[src/hdl/reinhard_tone_map_macros.svh]
// Assertion macros for the Reinhard tone mapper.
// Used by the top level only; expects a clock named clk and a reset named rst_n.
`ifndef REINHARD_TONE_MAP_MACROS_SVH
`define REINHARD_TONE_MAP_MACROS_SVH

// Implication checked at every edge outside reset.
`define RTM_ASSERT_IMP(label, ante, cons, msg) \
  label: assert property (@(posedge clk) disable iff (!rst_n) (ante) |-> (cons)) \
    else $error(msg);

// Implication into the next cycle, checked through reset as well.
`define RTM_ASSERT_NEXT_RAW(label, ante, cons, msg) \
  label: assert property (@(posedge clk) (ante) |=> (cons)) else $error(msg);

`endif

[src/hdl/rtm_pkg.sv]
// Shared constants and pipeline stage types for the Reinhard tone mapper.
// No dependencies.
package rtm_pkg;

  localparam int IN_W          = 32;
  localparam int LEVEL_W       = 8;
  localparam int NUM_W         = 40;  // 255 * intensity stays below 2^40
  localparam int DEN_W         = 33;  // 2^FRAC_BITS + intensity stays below 2^33
  localparam int LANES         = 3;
  localparam int FRAC_BITS_DEF = 16;
  localparam logic [LEVEL_W-1:0] LEVEL_SCALE = 8'd255;

  typedef struct packed {
    logic [NUM_W-1:0]   rem;
    logic [DEN_W-1:0]   den;
    logic [LEVEL_W-1:0] quo;
  } rtm_lane_t;

  typedef struct packed {
    rtm_lane_t [LANES-1:0] lane;
    logic                  eof;
  } rtm_stage_t;

endpackage

[src/hdl/rtm_prep.sv]
// Entry stage: forms numerator 255*x and denominator 2^FRAC_BITS + x per channel.
// Depends on rtm_pkg.
module rtm_prep #(
  parameter int FRAC_BITS = rtm_pkg::FRAC_BITS_DEF
) (
  input  logic                                         clk,
  input  logic                                         rst_n,
  input  logic                                         up_valid,
  output logic                                         up_ready,
  input  logic [rtm_pkg::LANES-1:0][rtm_pkg::IN_W-1:0] up_val,
  input  logic                                         up_eof,
  output logic                                         dn_valid,
  input  logic                                         dn_ready,
  output rtm_pkg::rtm_stage_t                          dn_data
);
  import rtm_pkg::*;

  localparam logic [DEN_W-1:0] ONE = DEN_W'(1) << FRAC_BITS;

  logic       valid_r;
  rtm_stage_t data_r;
  rtm_stage_t data_nxt;

  assign up_ready = !valid_r || dn_ready;

  // 255 * v is (v << 8) - v.
  always_comb begin
    for (int i = 0; i < LANES; i++) begin
      data_nxt.lane[i].rem = {up_val[i], 8'b0} - {8'b0, up_val[i]};
      data_nxt.lane[i].den = ONE + {1'b0, up_val[i]};
      data_nxt.lane[i].quo = '0;
    end
    data_nxt.eof = up_eof;
  end

  always_ff @(posedge clk) begin
    if (!rst_n) begin
      valid_r <= 1'b0;
    end else if (up_ready) begin
      valid_r <= up_valid;
    end
  end

  always_ff @(posedge clk) begin
    if (up_ready) begin
      data_r <= data_nxt;
    end
  end

  assign dn_valid = valid_r;
  assign dn_data  = data_r;

endmodule

[src/hdl/rtm_div_stage.sv]
// One restoring-division stage: decides quotient bit BIT for all three channels.
// Depends on rtm_pkg.
module rtm_div_stage #(
  parameter int BIT = 0
) (
  input  logic                clk,
  input  logic                rst_n,
  input  logic                up_valid,
  output logic                up_ready,
  input  rtm_pkg::rtm_stage_t up_data,
  output logic                dn_valid,
  input  logic                dn_ready,
  output rtm_pkg::rtm_stage_t dn_data
);
  import rtm_pkg::*;

  logic       valid_r;
  rtm_stage_t data_r;
  rtm_stage_t data_nxt;

  assign up_ready = !valid_r || dn_ready;

  always_comb begin
    logic [NUM_W-1:0] dsh;
    logic [NUM_W:0]   diff;
    data_nxt = up_data;
    for (int i = 0; i < LANES; i++) begin
      dsh  = {{(NUM_W-DEN_W){1'b0}}, up_data.lane[i].den} << BIT;
      diff = {1'b0, up_data.lane[i].rem} - {1'b0, dsh};
      if (!diff[NUM_W]) begin
        data_nxt.lane[i].rem      = diff[NUM_W-1:0];
        data_nxt.lane[i].quo[BIT] = 1'b1;
      end
    end
  end

  always_ff @(posedge clk) begin
    if (!rst_n) begin
      valid_r <= 1'b0;
    end else if (up_ready) begin
      valid_r <= up_valid;
    end
  end

  always_ff @(posedge clk) begin
    if (up_ready) begin
      data_r <= data_nxt;
    end
  end

  assign dn_valid = valid_r;
  assign dn_data  = data_r;

endmodule

[src/hdl/reinhard_tone_map.sv]
// Reinhard global tone mapper, top level.
// Depends on rtm_pkg, rtm_prep, rtm_div_stage and reinhard_tone_map_macros.svh.
//
// Usage:
//   Each input request carries one pixel: three 32-bit unsigned radiance values
//   with FRAC_BITS fraction bits and an end-of-frame flag. Each result request
//   carries the three 8-bit display levels floor(255 * x / (1 + x)) and a copy
//   of the flag in frame_done. Both channels use a valid/ready handshake.
//   One stage forms numerator and denominator, then eight stages each resolve
//   one quotient bit with a 41-bit compare and subtract. Throughput is one
//   pixel per cycle while the output is not stalled; every stage holds a valid
//   bit and advances whenever its successor is empty or moving.
//   When the receiver stalls, the pipeline fills up bubble by bubble and
//   in_ready drops only once every stage holds a pixel; nothing is lost or
//   repeated. A synchronous reset (rst_n low) clears all valid bits; the data
//   registers are not reset.
module reinhard_tone_map #(
  parameter int FRAC_BITS = rtm_pkg::FRAC_BITS_DEF
) (
  input  logic                         clk,
  input  logic                         rst_n,
  input  logic                         in_valid,
  output logic                         in_ready,
  input  logic [rtm_pkg::IN_W-1:0]     in_red_intensity,
  input  logic [rtm_pkg::IN_W-1:0]     in_green_intensity,
  input  logic [rtm_pkg::IN_W-1:0]     in_blue_intensity,
  input  logic                         in_end_of_frame,
  output logic                         out_valid,
  input  logic                         out_ready,
  output logic [rtm_pkg::LEVEL_W-1:0]  out_red_level,
  output logic [rtm_pkg::LEVEL_W-1:0]  out_green_level,
  output logic [rtm_pkg::LEVEL_W-1:0]  out_blue_level,
  output logic                         out_frame_done
);
  import rtm_pkg::*;
  `include "reinhard_tone_map_macros.svh"

  // Stage 0 is the entry stage; stage k+1 holds quotient bits down to 7-k.
  localparam int NSTG = LEVEL_W + 1;

  logic       stg_valid [NSTG];
  logic       stg_ready [NSTG];
  rtm_stage_t stg_data  [NSTG];

  logic [LANES-1:0][IN_W-1:0] in_val;

  // Lane order: red, green, blue.
  assign in_val[0] = in_red_intensity;
  assign in_val[1] = in_green_intensity;
  assign in_val[2] = in_blue_intensity;

  rtm_prep #(
    .FRAC_BITS(FRAC_BITS)
  ) u_prep (
    .clk      (clk),
    .rst_n    (rst_n),
    .up_valid (in_valid),
    .up_ready (in_ready),
    .up_val   (in_val),
    .up_eof   (in_end_of_frame),
    .dn_valid (stg_valid[0]),
    .dn_ready (stg_ready[0]),
    .dn_data  (stg_data[0])
  );

  // Quotient bits are resolved from the most significant down.
  for (genvar k = 0; k < LEVEL_W; k++) begin : g_div
    rtm_div_stage #(
      .BIT(LEVEL_W - 1 - k)
    ) u_div (
      .clk      (clk),
      .rst_n    (rst_n),
      .up_valid (stg_valid[k]),
      .up_ready (stg_ready[k]),
      .up_data  (stg_data[k]),
      .dn_valid (stg_valid[k+1]),
      .dn_ready (stg_ready[k+1]),
      .dn_data  (stg_data[k+1])
    );
  end

  assign stg_ready[NSTG-1] = out_ready;

  assign out_valid       = stg_valid[NSTG-1];
  assign out_red_level   = stg_data[NSTG-1].lane[0].quo;
  assign out_green_level = stg_data[NSTG-1].lane[1].quo;
  assign out_blue_level  = stg_data[NSTG-1].lane[2].quo;
  assign out_frame_done  = stg_data[NSTG-1].eof;

  // The quotient is always below 255, so a delivered level never reaches full scale.
  `RTM_ASSERT_IMP(a_level_below_max, out_valid && out_ready,
                  (out_red_level != 8'hFF) && (out_green_level != 8'hFF) &&
                  (out_blue_level != 8'hFF),
                  "tone-mapped level reached 255")
  // With the output moving or empty, the whole pipeline moves and must take a request.
  `RTM_ASSERT_IMP(a_ready_when_draining, !out_valid || out_ready, in_ready,
                  "input stalled while output drains")
  // Reset empties every stage.
  `RTM_ASSERT_NEXT_RAW(a_empty_after_reset, !rst_n, !out_valid,
                       "result valid right after reset")

endmodule
[config.mk]
export PLATFORM = sky130hd
export DESIGN_NAME = reinhard_tone_map
export DESIGN_NICKNAME = d
export VERILOG_FILES = /design/src/hdl/rtm_pkg.sv /design/src/hdl/rtm_prep.sv /design/src/hdl/rtm_div_stage.sv /design/src/hdl/reinhard_tone_map.sv
export VERILOG_INCLUDE_DIRS = /design/src /design/src/hdl
export SDC_FILE = /design/constraint.sdc
export NUM_CORES = 2
export LEC_CHECK = 0
export BUFFER_PORTS_ARGS = -buffer_cell sky130_fd_sc_hd__buf_2
export CORE_ASPECT_RATIO = 1.25
export CORE_MARGIN = 10
export CORE_UTILIZATION = 61
export DETAILED_ROUTE_END_ITERATION = 10
export GPL_TIMING_DRIVEN = 0
export PLACE_DENSITY = 0.85
export SLEW_MARGIN = 20
export SYNTH_ARGS = -nofsm -noshare
export SYNTH_HDL_FRONTEND = slang
export SYNTH_SLANG_ARGS = --single-unit
[constraint.sdc]
create_clock -name clk -period 19.35 [get_ports clk]
set_input_delay 2.9025 -clock clk [delete_from_list [all_inputs] [get_ports clk]]
set_output_delay 2.9025 -clock clk [all_outputs]
set_load 0.1 [all_outputs]
# [Word level (Yosys, flattened, before mapping)]
# Index checks and enable logic that the tools add are counted.
[totals] elab_cells=180 output_inout_bits=27 ff_bits=1878
[classes] mux=21 addsub=30 n_reduce_logical=18
[ops] op="40-bit two-way mux" n=21
[ops] op="40-bit by 33-bit subtractor with 41-bit output" n=3
[ops] op="40-bit by 34-bit subtractor with 41-bit output" n=3
[ops] op="40-bit by 35-bit subtractor with 41-bit output" n=3
[ops] op="40-bit by 36-bit subtractor with 41-bit output" n=3
[ops] op="40-bit by 37-bit subtractor with 41-bit output" n=3
[ops] op="40-bit by 38-bit subtractor with 41-bit output" n=3
[ops] op="40-bit by 39-bit subtractor with 41-bit output" n=3
[ops] op="40-bit by 40-bit subtractor with 41-bit output" n=3
[ops] op="40-bit by 32-bit subtractor with 40-bit output" n=3
[ops] op="17-bit by 32-bit adder with 33-bit output (first input constant)" n=3
[ops] op="1-bit logical NOT" n=9
[ops] op="1-bit logical OR" n=9

# [Logic depth before layout (Yosys ltp)]
[logic_depth] ltp_word=10 depth_mapped=17

# [By module]
# From an unflattened synthesis, not the netlist that was laid out.
[unflattened] hier_cells=11827 area_unflattened_um2=127707.5
[modules_own_cells] module="rtm_div_stage (g_div[5].u_div)" seq_area_each_um2=7347.0 area_each_um2=14590.2 cells_per_inst=1427 instances=1
[modules_own_cells] module="rtm_div_stage (g_div[7].u_div)" seq_area_each_um2=7347.0 area_each_um2=14543.9 cells_per_inst=1377 instances=1
[modules_own_cells] module="rtm_div_stage (g_div[0].u_div)" seq_area_each_um2=7347.0 area_each_um2=14442.6 cells_per_inst=1216 instances=1
[modules_own_cells] module="rtm_div_stage (g_div[3].u_div)" seq_area_each_um2=7347.0 area_each_um2=14276.2 cells_per_inst=1295 instances=1
[modules_own_cells] module="rtm_div_stage (g_div[6].u_div)" seq_area_each_um2=7347.0 area_each_um2=14268.7 cells_per_inst=1324 instances=1
[modules_own_cells] module="rtm_div_stage (g_div[1].u_div)" seq_area_each_um2=7347.0 area_each_um2=14209.9 cells_per_inst=1298 instances=1
[modules_own_cells] module="rtm_div_stage (g_div[4].u_div)" seq_area_each_um2=7347.0 area_each_um2=14197.4 cells_per_inst=1333 instances=1
[modules_own_cells] module="rtm_div_stage (g_div[2].u_div)" seq_area_each_um2=7347.0 area_each_um2=14101.0 cells_per_inst=1315 instances=1
[modules_own_cells] module="rtm_prep" seq_area_each_um2=6536.3 area_each_um2=13077.5 cells_per_inst=1242 instances=1

# [Least setup slack after synthesis]
# OpenSTA, ideal clock, no wires.
[synth_path] kind="in2out" from="input port out_ready" to="output port in_ready" path_slack_ns=7.066 stages=6 required_ns=16.448 arrival_ns=9.382 cell_sequence="nor2b_1 -> and2_1 -> and3_1 -> and3_1 -> and2_1 -> nand3_1"
[synth_via] elab_chain_cells=9
[synth_lines] element="from (decl)" line="reinhard_tone_map.sv:29" source="input logic out_ready,"
[synth_lines] element="1-bit logical OR (8 in a row)" line="rtm_div_stage.sv:21" source="assign up_ready = !valid_r || dn_ready;"
[synth_lines] element="1-bit logical OR" line="rtm_prep.sv:24" source="assign up_ready = !valid_r || dn_ready;"
[synth_lines] element="to (decl)" line="reinhard_tone_map.sv:23" source="output logic in_ready,"
# Every way passes these cells.

# [Worst setup path after layout]
# Ends and elaborated chain as after synthesis.

==> summary.txt <==
Logic synthesis
  • Synth unique cells: 95
  • Mapped Cells: 10030
  • Largest cells by area after synthesis: edfxtp_1 51%, ha_1 10%, a21oi_1 3.9%
  • Async S/R FF share, synth: 0%
  • Largest area contributor in the netlist: edfxtp_1
  • Synthesized flop and latch total: 1851
  • Synth top area share: 51.40%
  • Avg Cell Area, Syn: 10.72 um2
  • EDFF count, synth: 1842
  • Syn nets: 11020
  • Sequential share of the synthesized area: 51.57%
  • Most used DFF post-synth: edfxtp_1
  • Yosys warnings: 0
  • Post-Syn Area: 107600 um2

Min path
  • Hold Path End: g_div[7].u_div.dn_data[164]
  • Hold Path Class: reg -> reg
  • HP Start: g_div[6].u_div.dn_data[164]
  • Hold Crit Depth: 0

Placement
  • Post-DP HPWL: 179.8 mm
  • GP Congestion: 0.9307
  • Post-Place Cell Area: 111800 um2
  • Number of port buffers: 122
  • Inst Count DP: 12530

STA
  • Slew headroom: 25.04%
  • Crit share post-route: 47.88%
  • Tmin final: 9266 ps
  • Final TNS setup: 0 ps
  • Final Hold Viols: 0
  • Final Skew: 33.22 ps
  • Max Slew Vio Count: 0
  • Least-Margin Pin Slew: 1110 ps
  • RSZ-0062 raised after global routing: no
  • Max Clk Rate: 0.1079 GHz
  • Setup violators final: 0

Global route
  • Largest net degree at the start of global routing: 118
  • Overflow after GRT: 0
  • Vias in the first global route: 73530
  • GRT Total Usage: 23.43%
  • First-pass GRT wire length: 375.8 mm
  • Initial antenna violation count: 5

Critical path
  • Worst endpoint data arrival time: 6360 ps
  • Crit-path cells: buf_2 -> nor2b_1 -> and2_1 -> and3_1 -> and3_1 -> and2_1 -> nand3_4 -> buf_2
  • Crit. End Element: output port
  • R2R setup slack: 14250 ps
  • R2R Path End: g_div[5].u_div.dn_data[44]
  • Crit start category: primary input
  • RR Startpoint: g_div[4].u_div.dn_data[44]
  • Req. time, crit path: 16450 ps
  • WS Path Type: in -> out
  • Worst path max stage delay: 600 ps
  • Worst Reg2Reg Path Length in Cells: 16
  • Critical path peak fanout: 28
  • Crit path max-delay cell type: nor2b_1

Power
  • Pwr dens: 152.1 nW/um2
  • VDD IR-drop max: 95.30 uV
  • Leakage: 49.85 nW
  • Power Total: 17.88 mW

Clock network
  • CTS tree: built
  • # hold bufs at CTS: 0
  • H-Tree Depth: 4
  • CTS buffer count: 172
  • CTS Buffer Depth: 3
  • Worst-Skew Late Latency: 830 ps
  • # Post-CTS Setup Buffers: 0
  • Post-CTS sizing: 0
  • CTS root buffer: clkbuf_16
  • Clk sink count: 1851
  • Clk pin slew, worst setup/hold paths: 60 ps

Die
  • Die footprint: 193700 um2
  • Row Count: 172
  • I/O pin cnt: 128
  • DIE WIDTH: 395.7 um
  • Chip height: 489.6 um
  • Core box area: 175600 um2
  • Initial core utilization: 61.27%

Flow run
  • Max-cap check violation count: 0

Drt
  • Initial drt markers: 6291
  • Via density: 5.915
  • Detail Route Antenna Nets: 0
  • Residual DRC: 0
  • DRT Pass-1 Iters: 6
  • Final wirelength: 232.5 mm
  • Routed len/inst: 18.11 um
  • Total number of vias: 75960

Cells and area
  • Layout cells sized above 1: 5.452%
  • Design area: 117600 um2
  • Finished Core Util: 66.95%
  • Area Growth Syn to Fin: 9.257%
  • Fin cells: 12840
  • Layout net count: 11340

Run status
  • Status: complete, no violations
==> metrics by stage <==
step	hold WS [ps]	setup WS, ps
global route	418.1	9956
CTS	403.6	10200
floorplan	400.3	7066
finish	404.2	10080
detailed placement	404.5	10220
global placement	400.4	3107
==> cell usage in the layout, fill, tap and decap left out, drive strengths merged, types with 141 or more instances in the layout <==
cell type	instances
xor2	332
xnor2	429
nor2	543
nand2	843
ha	864
edfxtp	1842
a21oi	841
nor3	141
nand3	162
buf	188
o21ai	817
inv	1063
a21o	463
clkbuf	382
==> worst max-delay path: cells and delay by family <==
family	cells	cell delay, ps
and+or+nand+nor	6	2850
buffers and inverters	2	570
==> cell type report <==
type	count	area, um2
Sequential cell	1851	55490
Buffer	227	907.1
Inverter	1051	3975
Timing Repair Buffer	143	1174
Clock buffer	200	4483
Multi-Input combinational cell	6905	47290
Tap cell	2349	2939
Fill cell	13010	58040
Clock inverter	114	1297
Antenna cell	1	2.502
==> sequential cells by signal, indices dropped and copies added (netlist names) <==
| register | cells |
|---|---|
| g_div.u_div.dn_valid | 8 |
| g_div.u_div.dn_data | 1625 |
| u_prep.dn_data | 217 |
| u_prep.dn_valid | 1 |
==> synthesized netlist by cell type, drive strengths merged (13+ instances only) <==
master and count:
a2111oi 26, a211o 25, a211oi 66, a21boi 15, a21o 463, a21oi 841, a221o 14, a221oi 24
a31o 15, a31oi 78, a41oi 13, and2 43, and3 71, and4 18, buf 45, clkbuf 182
edfxtp 1842, fa 21, ha 864, inv 1049, mux2 69, nand2 843, nand2b 138, nand3 162
nand4 104, nor2 543, nor2b 117, nor3 141, nor4 41, o211ai 38, o21a 93, o21ai 817
o21bai 80, o22ai 13, o31a 26, o31ai 88, or2 18, or3 35, or4 17, xnor2 429
xor2 332
==> logic make-up after synthesis <==
group / synth area share (%)
AOI/OAI and AO/OA: 16.32
DFF: 51.57
muxes: 0.8151
xor gates and xnor gates: 6.194
buffers and inverters: 4.509
adders and majority gates: 10.44
and+or+nand+nor: 10.15
==> worst max path at each step <==
stage | from | end | slack (ps)
floorplan | out_ready | in_ready | 7070
global placement | out_ready | in_ready | 3110
detailed placement | out_ready | in_ready | 10220
CTS | out_ready | in_ready | 10200
global route | out_ready | in_ready | 9960
finish | out_ready | in_ready | 10080
==> where the power goes <==
group          total (mW)  switching (mW)  leakage, nW  internal (mW)
sequential           6.69           0.703         19.4           5.98
combinational        7.76            4.48         27.6           3.28
clock                3.43            1.46         2.78           1.97
==> routing by layer <==
| layer | GRT usage [%] | up-vias | wire length (um) |
|---|---|---|---|
| met5 | 0 | - | 0 |
| met4 | 7.653 | 0 | 7276 |
| met3 | 2.979 | 470 | 14860 |
| met1 | 33.62 | 35510 | 107200 |
| met2 | 37.09 | 2802 | 103200 |
| li1 | - | 37170 | - |
(Power assumes the default switching activity.)
